==> config.mk <==
export PLATFORM = sky130hd
export DESIGN_NAME = named_segment_range_allocator
export DESIGN_NICKNAME = d
export VERILOG_FILES = /design/src/rtl/core/nsra_pkg.sv /design/src/rtl/core/nsra_ram.sv /design/src/rtl/core/nsra_cell.sv /design/src/rtl/core/named_segment_range_allocator.sv
export VERILOG_INCLUDE_DIRS = /design/src /design/src/rtl/core
export SDC_FILE = /design/constraint.sdc
export NUM_CORES = 2
export LEC_CHECK = 0
export BUFFER_PORTS_ARGS = -buffer_cell sky130_fd_sc_hd__buf_2
export CORE_MARGIN = 10
export CORE_UTILIZATION = 69
export DETAILED_ROUTE_END_ITERATION = 10
export GPL_TIMING_DRIVEN = 0
export PLACE_DENSITY_LB_ADDON = 0.12
export REMOVE_ABC_BUFFERS = 1
export SYNTH_ARGS = -nofsm -noshare
export SYNTH_HDL_FRONTEND = slang
export SYNTH_SLANG_ARGS = --single-unit
==> constraint.sdc <==
create_clock -name clk -period 13.7 [get_ports clk]
set_input_delay 0.685 -clock clk [delete_from_list [all_inputs] [get_ports clk]]
set_output_delay 0.685 -clock clk [all_outputs]
set_load 0.02 [all_outputs]
==> src/rtl/core/named_segment_range_allocator_macros.svh <==
// assertion macros shared by the allocator rtl
`ifndef NAMED_SEGMENT_RANGE_ALLOCATOR_MACROS_SVH
`define NAMED_SEGMENT_RANGE_ALLOCATOR_MACROS_SVH

// same-cycle implication, clocked on clk, off during reset
`define NSRA_ASSERT_IMPL(lbl, ante, cons) \
  lbl: assert property (@(posedge clk) disable iff (!rst_n) (ante) |-> (cons)) \
    else $error("allocator assertion failed");

// next-cycle implication, clocked on clk, off during reset
`define NSRA_ASSERT_NEXT(lbl, ante, cons) \
  lbl: assert property (@(posedge clk) disable iff (!rst_n) (ante) |=> (cons)) \
    else $error("allocator assertion failed");

`endif

==> src/rtl/core/nsra_pkg.sv <==
// shared types and constants of the segment range allocator
`default_nettype none
package nsra_pkg;

  localparam int MEM_WORDS    = 1024;
  localparam int MAX_FREE_DEF = 16;
  localparam int MAX_SEGS_DEF = 16;
  localparam int ADDR_W       = 10;
  localparam int LEN_W        = 11;
  localparam int END_W        = 12;
  localparam int ID_W         = 4;
  localparam int IDX_W        = 9;

  typedef enum logic [2:0] {
    ST_OK      = 3'd0,
    ST_NOFIT   = 3'd1,
    ST_INUSE   = 3'd2,
    ST_FULL    = 3'd3,
    ST_UNKNOWN = 3'd4
  } status_t;

  typedef enum logic [1:0] {
    SH_NONE,
    SH_DROP,
    SH_INS
  } shift_t;

  typedef enum logic [1:0] {
    S_IDLE,
    S_LOOKUP,
    S_SCAN,
    S_APPLY
  } state_t;

  typedef struct packed {
    logic [ADDR_W-1:0] start;
    logic [LEN_W-1:0]  len;
  } ent_t;

  typedef struct packed {
    logic             rotate;
    logic             apply;
    logic             mod_en;
    logic [IDX_W-1:0] mod_idx;
    ent_t             mod_val;
    shift_t           shift;
    logic [IDX_W-1:0] shift_idx;
    ent_t             ins_val;
  } cell_ctrl_t;

endpackage
`default_nettype wire

==> src/rtl/core/nsra_ram.sv <==
// generic single-port ram with registered read
`default_nettype none
module nsra_ram #(
  parameter int WIDTH = 8,
  parameter int DEPTH = 16
) (
  input  wire logic                                   clk,
  input  wire logic                                   we,
  input  wire logic [((DEPTH > 1) ? $clog2(DEPTH) : 1)-1:0] addr,
  input  wire logic [WIDTH-1:0]                       wdata,
  output logic      [WIDTH-1:0]                       rdata
);

  logic [WIDTH-1:0] mem_r [DEPTH];

  always_ff @(posedge clk) begin
    if (we) begin
      mem_r[addr] <= wdata;
    end
    rdata <= mem_r[addr];
  end

endmodule
`default_nettype wire

==> src/rtl/core/nsra_cell.sv <==
// one free-table cell: holds a range, rotates, shifts or updates in place
`default_nettype none
module nsra_cell #(
  parameter int IDX      = 0,
  parameter bit HAS_INIT = 1'b0
) (
  input  wire logic                   clk,
  input  wire logic                   rst_n,
  input  wire nsra_pkg::cell_ctrl_t   ctrl,
  input  wire nsra_pkg::ent_t         from_prev,
  input  wire nsra_pkg::ent_t         from_next,
  output nsra_pkg::ent_t              ent_r
);

  localparam logic [nsra_pkg::IDX_W-1:0] MY_IDX = nsra_pkg::IDX_W'(IDX);
  localparam nsra_pkg::ent_t INIT_ENT = '{
    start: '0,
    len:   nsra_pkg::LEN_W'(nsra_pkg::MEM_WORDS)
  };

  nsra_pkg::ent_t ent_nxt;

  always_comb begin
    ent_nxt = ent_r;
    if (ctrl.rotate) begin
      ent_nxt = from_next;
    end else if (ctrl.apply) begin
      priority if (ctrl.shift == nsra_pkg::SH_DROP && MY_IDX >= ctrl.shift_idx) begin
        ent_nxt = from_next;
      end else if (ctrl.shift == nsra_pkg::SH_INS && MY_IDX > ctrl.shift_idx) begin
        ent_nxt = from_prev;
      end else if (ctrl.shift == nsra_pkg::SH_INS && MY_IDX == ctrl.shift_idx) begin
        ent_nxt = ctrl.ins_val;
      end else if (ctrl.mod_en && MY_IDX == ctrl.mod_idx) begin
        ent_nxt = ctrl.mod_val;
      end else begin
        ent_nxt = ent_r;
      end
    end
  end

  always_ff @(posedge clk) begin
    if (!rst_n && HAS_INIT) begin
      ent_r <= INIT_ENT;
    end else begin
      ent_r <= ent_nxt;
    end
  end

endmodule
`default_nettype wire

==> src/rtl/core/named_segment_range_allocator.sv <==
// top level of the segment range allocator: control, segment table, cell row
//
// Usage: drive in_mode, in_seg_id, in_base and in_length with start high while
// busy is low; that edge takes the request beat (create when in_mode is 0,
// remove when 1). One result beat follows, shown for exactly one cycle with
// out_strobe high: out_status, out_seg_base, out_seg_length.
// Sequence: a request rejected on its identifier or length alone (out of range,
// id in use, zero length, unknown id) answers from the lookup state, and busy
// drops as its result beat is shown. Any other request goes through the segment
// table read, a scan in which the free-range cells rotate once round their ring
// past the head compare, an apply step in which every cell updates in parallel,
// and the result register.
// A new request is taken in the cycle the result beat is shown.
// Reset (synchronous, rst_n low) leaves one free range covering all memory,
// no segments allocated. The receiver cannot stall: results are never held.
`default_nettype none
`include "named_segment_range_allocator_macros.svh"
module named_segment_range_allocator #(
  parameter int MAX_FREE = nsra_pkg::MAX_FREE_DEF,
  parameter int MAX_SEGS = nsra_pkg::MAX_SEGS_DEF
) (
  input  wire logic                        clk,
  input  wire logic                        rst_n,
  input  wire logic                        start,
  output logic                             busy,
  input  wire logic                        in_mode,
  input  wire logic [nsra_pkg::ID_W-1:0]   in_seg_id,
  input  wire logic [nsra_pkg::ADDR_W-1:0] in_base,
  input  wire logic [nsra_pkg::LEN_W-1:0]  in_length,
  output logic                             out_strobe,
  output logic [2:0]                       out_status,
  output logic [nsra_pkg::ADDR_W-1:0]      out_seg_base,
  output logic [nsra_pkg::LEN_W-1:0]       out_seg_length
);

  localparam int CW = $clog2(MAX_FREE + 1);
  localparam int SW = (MAX_SEGS > 1) ? $clog2(MAX_SEGS) : 1;
  localparam logic [CW-1:0] KLAST = CW'(MAX_FREE - 1);
  localparam logic [CW-1:0] CMAX  = CW'(MAX_FREE);
  localparam int AW = nsra_pkg::ADDR_W;
  localparam int LW = nsra_pkg::LEN_W;
  localparam int EW = nsra_pkg::END_W;
  localparam int IW = nsra_pkg::IDX_W;

  nsra_pkg::state_t   state_r, state_nxt;
  nsra_pkg::cell_ctrl_t ctrl;
  nsra_pkg::ent_t     cells_q [MAX_FREE];
  nsra_pkg::ent_t     head;
  nsra_pkg::ent_t     ram_rdata;
  nsra_pkg::ent_t     prev_r, nxt_r;
  nsra_pkg::status_t  early_st, dec_st, out_status_r;

  logic [CW-1:0]   cnt_r, cnt_nxt, k_r, p_r;
  logic            mode_r, hit_r;
  logic [nsra_pkg::ID_W-1:0] id_r;
  logic [AW-1:0]   s_r, fs_r;
  logic [LW-1:0]   l_r;
  logic [EW-1:0]   fe_r, e_w, head_end, prev_end;
  logic [MAX_SEGS-1:0] seg_valid_r;
  logic [SW-1:0]   ram_addr, id_idx;
  logic            ram_we, id_ok, vbit, in_range, left, right, accept;
  logic            out_strobe_r;
  logic [AW-1:0]   out_seg_base_r;
  logic [LW-1:0]   out_seg_length_r;

  assign accept   = start && !busy;
  assign busy     = (state_r != nsra_pkg::S_IDLE);
  assign id_idx   = SW'(id_r);
  assign id_ok    = (32'(id_r) < 32'(MAX_SEGS));
  assign vbit     = id_ok && seg_valid_r[id_idx];
  assign ram_addr = (state_r == nsra_pkg::S_IDLE) ? SW'(in_seg_id) : id_idx;
  assign head     = cells_q[0];
  assign e_w      = EW'(s_r) + EW'(l_r);
  assign head_end = EW'(head.start) + EW'(head.len);
  assign prev_end = EW'(prev_r.start) + EW'(prev_r.len);
  assign in_range = (k_r < cnt_r);
  assign left     = (p_r != '0) && (prev_end == EW'(s_r));
  assign right    = hit_r && (e_w == EW'(nxt_r.start));

  nsra_ram #(
    .WIDTH($bits(nsra_pkg::ent_t)),
    .DEPTH(MAX_SEGS)
  ) u_seg_ram (
    .clk  (clk),
    .we   (ram_we),
    .addr (ram_addr),
    .wdata(nsra_pkg::ent_t'{start: s_r, len: l_r}),
    .rdata(ram_rdata)
  );

  for (genvar i = 0; i < MAX_FREE; i++) begin : g_cell
    nsra_cell #(
      .IDX     (i),
      .HAS_INIT(i == 0)
    ) u_cell (
      .clk      (clk),
      .rst_n    (rst_n),
      .ctrl     (ctrl),
      .from_prev(cells_q[(i + MAX_FREE - 1) % MAX_FREE]),
      .from_next(cells_q[(i + 1) % MAX_FREE]),
      .ent_r    (cells_q[i])
    );
  end

  // early checks on the identifier and length
  always_comb begin
    priority if (!id_ok) begin
      early_st = nsra_pkg::ST_UNKNOWN;
    end else if (!mode_r && vbit) begin
      early_st = nsra_pkg::ST_INUSE;
    end else if (!mode_r && l_r == '0) begin
      early_st = nsra_pkg::ST_NOFIT;
    end else if (mode_r && !vbit) begin
      early_st = nsra_pkg::ST_UNKNOWN;
    end else begin
      early_st = nsra_pkg::ST_OK;
    end
  end

  // next state and cell update decision
  always_comb begin
    state_nxt      = state_r;
    ctrl           = '0;
    ctrl.rotate    = (state_r == nsra_pkg::S_SCAN);
    ram_we         = 1'b0;
    dec_st         = nsra_pkg::ST_OK;
    cnt_nxt        = cnt_r;
    unique case (state_r)
      nsra_pkg::S_IDLE: begin
        if (accept) begin
          state_nxt = nsra_pkg::S_LOOKUP;
        end
      end
      nsra_pkg::S_LOOKUP: begin
        state_nxt = (early_st == nsra_pkg::ST_OK) ? nsra_pkg::S_SCAN : nsra_pkg::S_IDLE;
      end
      nsra_pkg::S_SCAN: begin
        if (k_r == KLAST) begin
          state_nxt = nsra_pkg::S_APPLY;
        end
      end
      nsra_pkg::S_APPLY: begin
        state_nxt = nsra_pkg::S_IDLE;
        if (!mode_r) begin
          priority if (!hit_r) begin
            dec_st = nsra_pkg::ST_NOFIT;
          end else if (s_r == fs_r && e_w == fe_r) begin
            ctrl.shift     = nsra_pkg::SH_DROP;
            ctrl.shift_idx = IW'(p_r);
            cnt_nxt        = cnt_r - CW'(1);
          end else if (s_r == fs_r) begin
            ctrl.mod_en  = 1'b1;
            ctrl.mod_idx = IW'(p_r);
            ctrl.mod_val = '{start: AW'(e_w), len: LW'(fe_r - e_w)};
          end else if (e_w == fe_r) begin
            ctrl.mod_en  = 1'b1;
            ctrl.mod_idx = IW'(p_r);
            ctrl.mod_val = '{start: fs_r, len: LW'(s_r - fs_r)};
          end else if (cnt_r >= CMAX) begin
            dec_st = nsra_pkg::ST_FULL;
          end else begin
            ctrl.mod_en    = 1'b1;
            ctrl.mod_idx   = IW'(p_r);
            ctrl.mod_val   = '{start: fs_r, len: LW'(s_r - fs_r)};
            ctrl.shift     = nsra_pkg::SH_INS;
            ctrl.shift_idx = IW'(p_r) + IW'(1);
            ctrl.ins_val   = '{start: AW'(e_w), len: LW'(fe_r - e_w)};
            cnt_nxt        = cnt_r + CW'(1);
          end
        end else begin
          priority if (left && right) begin
            ctrl.mod_en    = 1'b1;
            ctrl.mod_idx   = IW'(p_r - CW'(1));
            ctrl.mod_val   = '{start: prev_r.start, len: prev_r.len + l_r + nxt_r.len};
            ctrl.shift     = nsra_pkg::SH_DROP;
            ctrl.shift_idx = IW'(p_r);
            cnt_nxt        = cnt_r - CW'(1);
          end else if (left) begin
            ctrl.mod_en  = 1'b1;
            ctrl.mod_idx = IW'(p_r - CW'(1));
            ctrl.mod_val = '{start: prev_r.start, len: prev_r.len + l_r};
          end else if (right) begin
            ctrl.mod_en  = 1'b1;
            ctrl.mod_idx = IW'(p_r);
            ctrl.mod_val = '{start: s_r, len: nxt_r.len + l_r};
          end else if (cnt_r >= CMAX) begin
            dec_st = nsra_pkg::ST_FULL;
          end else begin
            ctrl.shift     = nsra_pkg::SH_INS;
            ctrl.shift_idx = IW'(p_r);
            ctrl.ins_val   = '{start: s_r, len: l_r};
            cnt_nxt        = cnt_r + CW'(1);
          end
        end
        if (dec_st != nsra_pkg::ST_OK) begin
          cnt_nxt = cnt_r;
        end
        ctrl.apply = (dec_st == nsra_pkg::ST_OK);
        ram_we     = (dec_st == nsra_pkg::ST_OK) && !mode_r;
      end
      default: begin
        state_nxt = nsra_pkg::S_IDLE;
      end
    endcase
  end

  always_ff @(posedge clk) begin
    if (!rst_n) begin
      state_r      <= nsra_pkg::S_IDLE;
      cnt_r        <= CW'(1);
      seg_valid_r  <= '0;
      out_strobe_r <= 1'b0;
    end else begin
      state_r      <= state_nxt;
      cnt_r        <= cnt_nxt;
      out_strobe_r <= 1'b0;
      if (state_r == nsra_pkg::S_LOOKUP && early_st != nsra_pkg::ST_OK) begin
        out_strobe_r <= 1'b1;
      end
      if (state_r == nsra_pkg::S_APPLY) begin
        out_strobe_r <= 1'b1;
        if (dec_st == nsra_pkg::ST_OK) begin
          seg_valid_r[id_idx] <= !mode_r;
        end
      end
    end
  end

  // request and scan datapath
  always_ff @(posedge clk) begin
    if (accept) begin
      mode_r <= in_mode;
      id_r   <= in_seg_id;
      s_r    <= in_base;
      l_r    <= in_length;
    end
    if (state_r == nsra_pkg::S_LOOKUP) begin
      if (mode_r) begin
        s_r <= ram_rdata.start;
        l_r <= ram_rdata.len;
      end
      hit_r <= 1'b0;
      p_r   <= cnt_r;
      k_r   <= '0;
    end
    if (state_r == nsra_pkg::S_SCAN) begin
      k_r <= k_r + CW'(1);
      if (!hit_r && in_range) begin
        if (!mode_r) begin
          if (head.start <= s_r && e_w <= head_end) begin
            hit_r <= 1'b1;
            p_r   <= k_r;
            fs_r  <= head.start;
            fe_r  <= head_end;
          end
        end else if (head.start < s_r) begin
          prev_r <= head;
        end else begin
          hit_r <= 1'b1;
          p_r   <= k_r;
          nxt_r <= head;
        end
      end
    end
    if (state_r == nsra_pkg::S_LOOKUP) begin
      out_status_r     <= early_st;
      out_seg_base_r   <= '0;
      out_seg_length_r <= '0;
    end
    if (state_r == nsra_pkg::S_APPLY) begin
      out_status_r     <= dec_st;
      out_seg_base_r   <= (dec_st == nsra_pkg::ST_OK) ? s_r : '0;
      out_seg_length_r <= (dec_st == nsra_pkg::ST_OK) ? l_r : '0;
    end
  end

  assign out_strobe     = out_strobe_r;
  assign out_status     = out_status_r;
  assign out_seg_base   = out_seg_base_r;
  assign out_seg_length = out_seg_length_r;

  `NSRA_ASSERT_IMPL(a_cnt_bound, 1'b1, cnt_r <= CMAX && cnt_r != '0 || cnt_r == '0)
  `NSRA_ASSERT_NEXT(a_scan_end, state_r == nsra_pkg::S_SCAN && k_r == KLAST, state_r == nsra_pkg::S_APPLY)
  `NSRA_ASSERT_IMPL(a_ok_len, out_strobe_r && out_status_r == nsra_pkg::ST_OK, out_seg_length_r != '0)
  `NSRA_ASSERT_IMPL(a_cnt_apply, cnt_r != $past(cnt_r), $past(state_r) == nsra_pkg::S_APPLY)

endmodule
`default_nettype wire

==> results_dict.tcl <==
set metrics [dict create \
    skew_ns 0.04047 \
    ir_drop_uv 104.5 \
    synth_area_sq_mm 0.04696 \
    grt-ovfl-total 0 \
    place_hpwl_um 114400 \
    cts_max_path_buffers 3 \
    violations "capacitance limit, slew limit" \
    routed_via_density 7.804 \
    drtAntennaViolNets 0 \
    wl_per_cell_um 33.87 \
    drt_iter0_markers 7551 \
    grt_pass1_vias 38550 \
    hp-class "input pin to flop" \
    max_slew_margin_pct -8.162 \
    cts_tree "built" \
    slowest_delay_ns 1.24 \
    hold_ws_ns 0.1957 \
    cts_made_buffers 87 \
    antenna_found_initial 9 \
    syn_avg_cell_area_sq_um 10.84 \
    finalCritPeriodShare_pct 75.36 \
    worstPathArrival_ns 10.79 \
    syn_inst 4331 \
    synthFlopType "edfxtp_1" \
    ys_seq_elements 842 \
    critPathSlowestCell "o21ai_2" \
    core_area_sq_mm 0.06728 \
    cts.sinks 842 \
    powerDensity_mw_per_mm2 149.5 \
    grt_max_degree 46 \
    async_flop_share_pct 0 \
    critPathCaptureType "flop" \
    grtUsageTotal_pct 43.72 \
    place_area_sq_mm 0.04901 \
    hold_buffers 0 \
    crit_required_ns 14.17 \
    io_buffers 54 \
    path_clk_slew_ns 0.07 \
    dr.pass1.iters 8 \
    die_h_um 280.9 \
    drv_cap 3 \
    start_util_pct 69.80 \
    hold_depth 1 \
    ioPinCount 55 \
    grt_pass1_wl_um 255700 \
    clk_latency_ns 0.69 \
    gp_congestion 1.057 \
    num_vias 40462 \
    r2r_cells 18 \
    crit_fanout 23 \
    synth_cell_types 106 \
    synth_edf_count 749 \
    drc 0 \
    fin_area_sq_mm 0.05216 \
    leakagePower_nw 17.47 \
    rsz0062_at_grt "false" \
    drt-total-wl_um 175600 \
    report.final.slew_viol_count 40 \
    hold_viol_final 0 \
    status "complete, but fails checks" \
    cts_resized 0 \
    final_cell_mix "edfxtp_1 (749), nand2_1 (434), o21ai_0 (349)" \
    htreeDepth 3 \
    finalSetupViolCount 0 \
    syn2layout_area_growth_pct 11.07 \
    worst_pin_slew_ns 1.621 \
    crit_cells 18 \
    min_period_ns 10.32 \
    die_w_um 280.9 \
    post_cts_buffers 0 \
    yosysWarnings 0 \
    cpLargestDelayFamily "compound AO/OA/AOI/OAI gates" \
    critical_path_class "flop to flop" \
    fp-row-count 95 \
    nets 4386 \
    drive_gt1_share_pct 12.58 \
    path_cells "ha_1 > clkinv_1 > o31a_1 > xnor2_1 > inv_1 > ha_1 > nand4_1 > a211oi_1 > o211ai_1 > nor3_2 > o211a_1 > nor4_2 > o21ai_2 > nor2_2 > buf_8 > nand3_1 > nand3_1 > o22ai_1" \
    final_common_cell "edfxtp_1" \
    dieArea_sq_mm 0.07889 \
    max_clock_freq_mhz 96.86 \
    worstSetupStartpointType "flop" \
    ys_seq_area_share_pct 51.86 \
    crit_buf_inv 3 \
    cts_root_buf "clkbuf_16" \
]
==> registers in the layout, indices dropped and copies added (netlist names), 11 cells and up, named ones only <==
register,cells
u_seg_ram.rdata,21
g_cell.u_cell.ent_r,336
nxt_r,21
seg_valid_r,16
u_seg_ram.mem_r,336
fe_r,12
out_seg_length,11
l_r,11
prev_r,21
==> through the flow <==
stage	total power [mW]	instances	setup slack [ns]	setup TNS, ns	utilization (%)
after global routing	7.979	5182	3.221	0	77.51
after CTS	7.677	5180	3.503	0	77.43
final	7.799	5185	3.376	0	77.52
after detailed placement	5.117	5021	3.583	0	72.85
after global placement	5.077	4912	-3.042	-362.21	69.71
after floorplan	4.436	3985	2.283	0	-
==> cells by family (layout without fill, tap and decap cells) <==
| logic type | after synthesis | in the layout | synth area share (%) |
|---|---|---|---|
| adders and majority gates | 121 | 121 | 3.336 |
| and+or+nand+nor | 1196 | 1196 | 11.76 |
| other | 0 | 3 | 0 |
| AOI/OAI and AO/OA | 1386 | 1386 | 19.88 |
| buffers and inverters | 471 | 449 | 4.018 |
| DFF | 842 | 842 | 51.86 |
| muxes | 222 | 222 | 7.184 |
| xor gates and xnor gates | 93 | 93 | 1.967 |
==> layer usage <==
metal	routed length (um)	part of all wire, %	up-vias	GRT usage (%)
li1	-	-	16542	-
met1	57860	33	19256	52.71
met2	77030	44	3786	65.67
met3	25060	14	866	13.47
met4	15580	8.9	12	32.73
met5	73	0.042	-	0
==> cell type report <==
type                            count  area, sq um
Tap cell                          873         1092
Timing Repair Buffer              165         1882
Multi-Input combinational cell   3018        21270
Clock inverter                     41        679.4
Sequential cell                   842        24350
Fill cell                        4255        15120
Inverter                          125        469.2
Antenna cell                        3        7.507
Clock buffer                      118         2406
==> final timing paths <==
path / startpoint / endpoint / slack, ns
setup / recovery: l_r[5] / g_cell[9].u_cell.ent_r[11] / 3.38
hold / removal: in_mode / mode_r / 0.20
setup reg to reg: l_r[5] / g_cell[9].u_cell.ent_r[11] / 3.38
hold reg to reg: u_seg_ram.rdata[19] / s_r[8] / 0.44
==> report_power, final <==
part / switching [mW] / internal (mW)
clock network: 1.10 / 1.50
logic: 1.29 / 0.714
registers: 0.238 / 2.96
total: 2.63 / 5.17
==> synthesized netlist by cell type, types with 17 or more instances <==
library cell  number  share of area, %
or3_1             21              0.28
dfxtp_1           93               4.0
nor2_1           261               2.1
nand2b_1          18              0.24
xor2_1            28              0.52
o211ai_1         111               1.8
mux2i_1          112               2.4
o31ai_1           79               1.3
a311oi_1          21              0.39
edfxtp_1         749                48
mux4_2            89               4.3
a22o_1            28              0.52
a211oi_1         169               2.7
nor3_1           169               1.8
o211a_1           17              0.36
nand4_1           17              0.23
ha_1             110               2.9
xnor2_1           57               1.1
o2bb2ai_1         31              0.58
buf_1             24              0.19
a21oi_1          205               2.2
inv_1            122              0.98
o221ai_1          59               1.1
nor2b_1           26              0.35
o21a_1            47              0.75
o21ai_0          355               3.8
nand3_1          112               1.2
o22ai_1           50              0.67
buf_2             74              0.79
o21ai_1           32              0.34
nand2_1          437               3.5
and2_1            38              0.51
a31oi_1           33              0.44
mux2_2            20              0.48
nor4_1            22              0.29
and3_1            20              0.27
clkbuf_1         241               1.9
(Power assumes the default switching activity.)
